File: config.mk
export PLATFORM = sky130hd
export DESIGN_NAME = rmcp_ram
export DESIGN_NICKNAME = d
export VERILOG_FILES = /design/src/hw/rtl/rmcp_ram.sv
export SDC_FILE = /design/constraint.sdc
export NUM_CORES = 1
export LEC_CHECK = 0
export BUFFER_PORTS_ARGS = -buffer_cell sky130_fd_sc_hd__clkbuf_2
export CORE_ASPECT_RATIO = 2
export CORE_MARGIN = 1.5
export CORE_UTILIZATION = 48
export CTS_BUF_LIST = sky130_fd_sc_hd__clkbuf_2
export CTS_CLUSTER_DIAMETER = 30
export DETAILED_ROUTE_END_ITERATION = 10
export PLACE_DENSITY = 0.66
export SLEW_MARGIN = 20
export SYNTH_ARGS = -nofsm -noshare
export SYNTH_HDL_FRONTEND = slang
export SYNTH_SLANG_ARGS = --single-unit
File: constraint.sdc
create_clock -name clk -period 2.9 [get_ports clk]
set_clock_uncertainty 0.1 [all_clocks]
set_input_delay 0.145 -clock clk [delete_from_list [all_inputs] [get_ports clk]]
set_output_delay 0.145 -clock clk [all_outputs]
set_load 0.005 [all_outputs]
File: src/hw/rtl/rmcp_ram.sv
// ----------------------------------------------------------------------------
// rmcp_ram
// Simple dual-port synchronous RAM with registered read.
// ----------------------------------------------------------------------------
module rmcp_ram #(
  parameter int WIDTH = 8,
  parameter int DEPTH = 16,
  parameter int AW    = (DEPTH > 1) ? $clog2(DEPTH) : 1
) (
  input  logic             clk,
  input  logic             we,
  input  logic [AW-1:0]    waddr,
  input  logic [WIDTH-1:0] wdata,
  input  logic [AW-1:0]    raddr,
  output logic [WIDTH-1:0] rdata
);

  logic [WIDTH-1:0] mem [DEPTH];

  always_ff @(posedge clk) begin
    if (we) begin
      mem[waddr] <= wdata;
    end
    rdata <= mem[raddr];
  end

endmodule

==> reports/results.tsv <==
stage	metric	value	unit
synth	Post-Syn Area per Cell	22.5	um^2
outcome	status	finished clean	
timing	setup TNS	0	ns
clock_tree	cts repair resizes	0	
routing	DR DRC count	0	
clock_tree	CTS Hold Bufs	20	
routing	post-route ant nets	0	
timing	Slew HR	35.9	%
job	max-cap violation count	0	
synth	post-synthesis sequential area ratio	77.8	%
global_route	largest net degree at the start of global routing	33	
pwr	PwrDens	642	nW/um^2
synth	FF+latch count, synth	136	
finish	Seq. cell area	4000	um^2
critical_path	startpoint types	primary input	
routing	average wire per standard cell	22.3	um
critical_path	worst r2r src	mem[9][4]	
place	I/O Buffers	25	
timing	Pins Over Slew Limit	0	
clock_tree	clk_lat worst skew	0.67	ns
critical_path	Worst EP arrival	3.00	ns
synth	syn nets	247	
place	RD Place Congestion	0.793	
clock_tree	Sink Count	136	
floorplanning	Chip Height	149	um
timing	Hold Vio Cnt, Final	0	
finish	filler instances	833	
critical_path	Critical Path End Type	flop	
synth	Netlist cell types	19	
floorplanning	FP Rows	53	
clock_tree	Longest Clk Path Bufs	2	
timing	crit path time final	2.51	ns
place	worst slack at placement	0.759	ns
hold_path	Hold Path Class	primary input to flop	
routing	DR iter-0 viols	242	
clock_tree	CTS clk-pin slew, worst paths	0.19	ns
critical_path	launch point of the worst path	raddr[3]	
critical_path	crit path max fanout	8	
clock_tree	CTS tree	yes	
global_route	first-pass GRT wire length	15.1	mm
critical_path	Worst Path Required	3.39	ns
routing	drt first pass iters	4	
timing	Final WS setup	0.387	ns
clock_tree	CTS H-tree depth	4	
critical_path	Setup CP Type	primary input to flop	
synth	synthesized area	5150	um^2
routing	final WL	9.96	mm
finish	Final nets	313	
global_route	gr ovfl total	0	
finish	most common cell after layout, fill and taps aside	edfxtp_1	
floorplanning	# IOs	26	
routing	via count	2437	
floorplanning	Die W	76.2	um
timing	final setup vio count	0	
clock_tree	Num CTS Buffers	17	
hold_path	worst hold start	wdata[6]	
timing	final period utilization	86.6	%
timing	RSZ-0062 raised after global routing	no	
global_route	number of global-route vias before repair	2641	
synth	warnings from Yosys	0	
floorplanning	core area	10500	um^2
finish	Post-Layout Inst Area	5970	um^2
floorplanning	die footprint	11400	um^2
timing	Max Freq	0.398	GHz
clock_tree	root buffer cell	clkbuf_2	
synth	Post-Synthesis Cells	229	
timing	worst-margin pin slew	0.958	ns
global_route	GRT Util Overall	18.9	%
global_route	initial antenna violation count	1	
pwr	VDD IR max	0.487	mV
finish	Area growth syn-to-layout	16.0	%
clock_tree	post-CTS setup buffer count	0	
finish	commonest non-fill, non-tap cells in the layout	128 x edfxtp_1, 44 x clkbuf_2, 20 x dlygate4sd3_1	
pwr	Leakage	0.00203	uW
routing	Via-to-Cell Ratio	5.46	
finish	layout cell share with drive strength beyond 1	27.9	%
floorplanning	initial core utilization	49.1	%
place	Placement Cell Area	5450	um^2
finish	multi-input logic area	1060	um^2
place	Detail Placement HPWL	6.47	mm
layout make-up:
| class | instances | area share (%) |
|---|---|---|
| Sequential cell | 136 | 67.1 |
| Multi-Input combinational cell | 83 | 17.7 |
| Timing Repair Buffer | 57 | 6.96 |
| Clock inverter | 13 | 3.77 |
| Tap cell | 137 | 2.87 |
| Clock buffer | 19 | 1.59 |
| Antenna cell | 1 | 0.0419 |
sequential cells by signal, summed over array words and instances (netlist names):
| name | cells |
|---|---|
| mem | 128 |
| rdata | 8 |
kinds of logic (layout without fill, tap and decap cells):
kind of cell / count (synthesis) / after routing / share of synthesized area (%)
flip-flops: 136 / 136 / 77.8
AND/OR/NAND/NOR: 35 / 35 / 3.18
multiplexers: 32 / 32 / 15.0
AO/OA/AOI/OAI: 16 / 16 / 2.33
buffers and inverters: 10 / 89 / 1.68
other: 0 / 1 / 0
where the power goes:
| group | internal, uW | switching, uW |
|---|---|---|
| clock | 743 | 670 |
| combinational | 100 | 114 |
| sequential | 2190 | 11.8 |
| total | 3040 | 796 |
Yosys cell counts:
master	n	area, um^2
edfxtp_1	128	3840
nand2b_1	2	12.5
nor2b_1	1	6.26
a22oi_1	16	120
mux4_1	14	368
nand2_1	9	33.8
buf_2	3	15.0
mux4_2	18	405
or3b_2	1	8.76
buf_6	3	33.8
nand3_1	1	5.00
nand3b_1	2	15.0
clkdlybuf4s25_2	3	30.0
and2_1	1	6.26
nor2_1	13	48.8
dfxtp_1	8	160
nor3_1	4	20.0
and2b_1	1	7.51
buf_4	1	7.51
worst max-delay path, stage by stage:
cell	delay, ns
dlygate4sd3_1	0.54
clkbuf_2	0.13
nor2b_1	0.12
dlygate4sd3_1	0.70
a22oi_1	0.21
dlygate4sd3_1	0.57
nand2_1	0.04
dlygate4sd3_1	0.54
final timing paths:
| check | to | slack, ns | cells past startpoint |
|---|---|---|---|
| hold / removal | mem[4][6] | 0.32 | 2 |
| setup / recovery | rdata[4] | 0.39 | 8 |
| setup reg to reg | rdata[4] | 0.46 | 5 |
| hold reg to reg | rdata[6] | 0.59 | 3 |
per-stage QoR:
step | hold slack (ns) | instances | power (uW) | utilization [%]
2_1_floorplan | 0.144 | 229 | 2360 | -
3_3_place_gp | 0.419 | 393 | 2440 | 52.0
3_5_place_dp | 0.419 | 393 | 2450 | 52.0
4_1_cts | 0.260 | 445 | 3870 | 57.0
5_1_grt | 0.289 | 446 | 3970 | 57.0
6_report | 0.315 | 446 | 3830 | 57.0
per-layer routing:
layer	GRT usage (%)	share of wire [%]	vias to the layer above
met5	0	0	-
met3	4.76	4.1	8
li1	-	-	1108
met1	20.2	36	1244
met2	35.4	59	77
met4	6.94	1.0	0
No activity file was read; power rests on OpenSTA's default activity.
