### src/hw/rtl/rmcp_pkg.sv
// ----------------------------------------------------------------------------
// rmcp_pkg
// Types and constants shared by the paletted converter and its mip chain.
// ----------------------------------------------------------------------------
package rmcp_pkg;

  localparam logic OP_TABLE = 1'b0;
  localparam logic OP_PIXEL = 1'b1;

  localparam logic [1:0] CFG_WIDTH  = 2'd0;
  localparam logic [1:0] CFG_HEIGHT = 2'd1;
  localparam logic [1:0] CFG_MIPS   = 2'd2;

  localparam logic [7:0]  TRANSPARENT_INDEX = 8'd255;
  localparam logic [10:0] RESET_WIDTH       = 11'd256;
  localparam logic [10:0] RESET_HEIGHT      = 11'd256;

  typedef struct packed {
    logic        operation;
    logic [15:0] table_index;
    logic [7:0]  table_value;
    logic [31:0] pixel_rgba;
  } in_t;

  typedef struct packed {
    logic [7:0]  palette_index;
    logic [1:0]  mip_level;
    logic [19:0] position;
    logic        last_of_run;
  } out_t;

  // 5:6:5 key: red 7:3 at 4:0, green 7:2 at 10:5, blue 7:3 at 15:11.
  function automatic logic [15:0] key565(input logic [31:0] rgba);
    key565 = {rgba[23:19], rgba[15:10], rgba[7:3]};
  endfunction

endpackage

### src/hw/rtl/rmcp_ofifo.sv
// ----------------------------------------------------------------------------
// rmcp_ofifo
// Four-entry result queue between the level engine and the output channel.
// ----------------------------------------------------------------------------
module rmcp_ofifo (
  input  logic            clk,
  input  logic            rst,
  input  logic            push,
  input  rmcp_pkg::out_t  push_data,
  output logic            room,
  output logic            out_valid,
  input  logic            out_stall,
  output rmcp_pkg::out_t  out_data
);

  rmcp_pkg::out_t mem [4];
  logic [1:0] wr_ptr;
  logic [1:0] rd_ptr;
  logic [2:0] count;
  logic       pop;

  assign pop       = out_valid && !out_stall;
  assign out_valid = (count != 3'd0);
  assign out_data  = mem[rd_ptr];
  assign room      = (count < 3'd4);

  always_ff @(posedge clk) begin
    if (push) begin
      mem[wr_ptr] <= push_data;
    end
  end

  always_ff @(posedge clk) begin
    if (rst) begin
      wr_ptr <= '0;
      rd_ptr <= '0;
      count  <= '0;
    end else begin
      if (push) wr_ptr <= wr_ptr + 2'd1;
      if (pop) rd_ptr <= rd_ptr + 2'd1;
      count <= count + {2'b00, push} - {2'b00, pop};
    end
  end

endmodule

### config.mk
export PLATFORM = sky130hd
export DESIGN_NAME = rmcp_ofifo
export DESIGN_NICKNAME = d
export VERILOG_FILES = /design/src/hw/rtl/rmcp_pkg.sv /design/src/hw/rtl/rmcp_ofifo.sv
export SDC_FILE = /design/constraint.sdc
export NUM_CORES = 1
export LEC_CHECK = 0
export BUFFER_PORTS_ARGS = -buffer_cell sky130_fd_sc_hd__buf_2
export CAP_MARGIN = 20
export CORE_MARGIN = 2
export CORE_UTILIZATION = 60
export DETAILED_ROUTE_END_ITERATION = 8
export HOLD_SLACK_MARGIN = 0.08
export PLACE_DENSITY = 0.82
export SYNTH_ARGS = -nofsm -noshare
export SYNTH_HDL_FRONTEND = slang
export SYNTH_SLANG_ARGS = --single-unit
export TNS_END_PERCENT = 1
### constraint.sdc
create_clock -name clk -period 5 [get_ports clk]
set_input_delay 0.25 -clock clk [delete_from_list [all_inputs] [get_ports clk]]
set_output_delay 0.25 -clock clk [all_outputs]
set_load 0.01 [all_outputs]
==> summary.md <==
| Metric | Value |
|---|---|
| Status | finished, final reports clean |
| Final Max Slew Viols | 0 |
| Area growth, synth to finish | 26.64% |
| Port bufs | 67 |
| Crit path launch type | register |
| Post-CTS sizing | 0 |
| Worst-skew pair later-pin latency | 0.50 ns |
| Fillers | 468 |
| DR vias/cell | 5.545 |
| Clock tree buffer depth | 2 |
| Post-synth EDFFs | 124 |
| Crit share post-route | 47.11% |
| 1st-iter DRT viols | 138 |
| Fin. Hold Viols | 0 |
| Final HPWL DP | 4559 µm |
| Nets | 364 |
| Via Count | 2440 |
| Avg Cell Area, Syn | 23.68 µm² |
| Met2 usage | 33.75% |
| Worst Max-Slew Pin Slew | 0.8438 ns |
| Finished Cell Area | 0.006238 mm² |
| M3 GR Usage | 6.864% |
| Placed cell areas | 0.005368 mm² |
| Clock-pin slew on the worst setup and hold paths | 0.06 ns |
| Max_cap viols | 0 |
| DR pass1 iterations | 4 |
| Period minus WS final | 2.355 ns |
| Total GRT Usage | 21.58% |
| CP arrival | 2.11 ns |
| Die Wd | 94.61 µm |
| Mapped Cells | 208 |
| First-pass GRT wire length | 13420 µm |
| # IOs | 68 |
| Max transition margin | 43.75% |
| Routed WL per cell | 20.05 µm |
| P_leak | 2.175 nW |
| Most common cell after layout, fill and taps aside | edfxtp_1 |
| VDD IR max | 0.3198 mV |
| Critical Path RT | 4.75 ns |
| DIE AREA | 0.008951 mm² |
| Worst hold path endpoint | mem[0][18] |
| CTS Root Buffer Type | clkbuf_8 |
| Dpl cells | 374 |
| PD cells | 463.8 mW/mm² |
| Max FO, Critical Path | 22 |
| Detailed Route WL | 8821 µm |
| Setup tns final | 0 ns |
| Antenna-violating nets left | 0 |
| Worst Hold Class | input port to register |
| GP Congestion | 0.7211 |
| CTS tree | yes |
| Total CTS buffers | 17 |
| Reg2reg end | count[2] |
| Share of post-route cells with drive strength above 1 | 40.30% |
| H-tree Lvls | 4 |
| Die height | 94.61 µm |
| Syn_nets | 250 |
| Largest net degree at the start of global routing | 32 |
| Worst reg2reg path depth | 10 |
| Most frequent cells in the layout | 124 x edfxtp_1, 67 x buf_2, 34 x dlygate4sd3_1 |
| Synth warn | 0 |
| DP Worst Slack | 2.892 ns |
| Final std cells w/o fill | 440 |
| Synth Cell Area | 0.004926 mm² |
| Core area | 0.008093 mm² |
| Worst r2r src | count[1] |
| Total power | 0.002893 W |
| Worst setup EP type | output port |
| Yosys reg bits | 133 |
| Hold depth | 2 |
| Grt peak-use layer | met2 |
| N_diodes | 0 |
| Unrepaired setup endpoints after global routing | false |
| Sequential-to-total area share from yosys stat | 79.25% |
| Largest cells by area after synthesis | edfxtp_1 76%, mux4_2 14%, dfxtp_1 3.7% |
| Clock Skews | 0.006889 ns |
| Fmax | 0.4246 GHz |
| Starting Density | 60.87% |
| Post-synth top area share | 75.59% |
| Vias in the first global route | 2497 |
| Site Rows | 33 |
| Post-synth top area cell | edfxtp_1 |
| Worst Setup Slack, final | 2.645 ns |
| FF-to-FF setup slack | 2.89 ns |
| Overflow left after global routing | 0 |
| Asr flop ratio synth | 0% |
| Critical path class | register to output port |
| Worst hold start | push_data[18] |
| DRC violations left | 0 |
| Main flop type after synthesis | edfxtp_1 |
| Multi-input gate area | 948.4 µm² |
| Antenna violations before repair | 0 |
| Synth cell types | 21 |
| Final setup violation count | 0 |
| Met1 Usage GRT | 28.50% |
| CTS sink count | 133 |
| Seq. cell area | 0.003906 mm² |
==> power breakdown <==
part           total [W]  switching (W)  internal, W
clock            0.00110       0.000444     0.000652
combinational   0.000458       0.000212     0.000246
sequential       0.00134      0.0000505      0.00129
total            0.00289       0.000707      0.00219
==> stage by stage <==
step,utilization (%),hold WS (ns)
after global placement,66.08,0.4613
after floorplan,-,0.3489
final,77.09,0.4837
after global routing,77.09,0.4725
after detailed placement,66.33,0.4671
after CTS,77.09,0.4617
==> Yosys cell counts (2+ instances only) <==
master	number
buf_2	3
buf_6	3
xnor2_1	3
nor2_1	6
inv_1	7
nor2b_1	2
edfxtp_1	124
a21oi_1	2
and2_1	4
mux4_2	30
ha_1	6
dfxtp_1	9
==> worst max path at each step <==
| stage | from | to | slack (ns) |
|---|---|---|---|
| 2_1_floorplan | count[1] | count[2] | 3.06 |
| 3_3_place_gp | register | out_data[23] | 2.82 |
| 3_5_place_dp | count[1] | count[2] | 2.89 |
| 4_1_cts | register | out_data[6] | 2.58 |
| 5_1_grt | register | out_data[23] | 2.50 |
| 6_report | register | out_data[6] | 2.64 |
==> critical path, cell delays in order (launching register included) <==
cell and delay (ns):
dfxtp_2 0.56, buf_12 0.28, mux4_2 0.58, buf_2 0.17
==> layer usage <==
metal / share of wire, % / up-vias
met1: 41 / 1242
met3: 5.8 / 12
met2: 52 / 101
li1: - / 1085
met5: 0 / -
met4: 1.6 / 0
==> registers in the layout, summed over array words and instances, names as in the netlist, named ones only <==
| register | count |
|---|---|
| mem | 124 |
| rd_ptr | 2 |
| count | 3 |
| wr_ptr | 2 |
==> kinds of logic (layout without fill, tap and decap cells) <==
group / after synthesis / after routing / synth area share, %
buf+inv: 14 / 141 / 1.600
mux: 33 / 33 / 14.68
simple gates: 15 / 15 / 1.702
flops: 133 / 133 / 79.25
xor+xnor: 3 / 3 / 0.5335
compound gates: 3 / 3 / 0.3047
fa+ha+maj: 7 / 7 / 1.930
==> area by class of cell <==
type | instances | share of cell area (%)
Sequential cell | 133 | 62.62
Clock buffer | 18 | 6.699
Multi-Input combinational cell | 61 | 15.20
Timing Repair Buffer | 102 | 11.15
Inverter | 7 | 0.4212
Clock inverter | 14 | 1.805
Tap cell | 105 | 2.106
==> what timing repair did <==
| action | in CTS | in global routing |
|---|---|---|
| endpoints found under the hold margin | 131 | 0 |
| hold buffers | 34 | 0 |
| buffers inserted | 0 | 0 |
(Power assumes the default switching activity.)
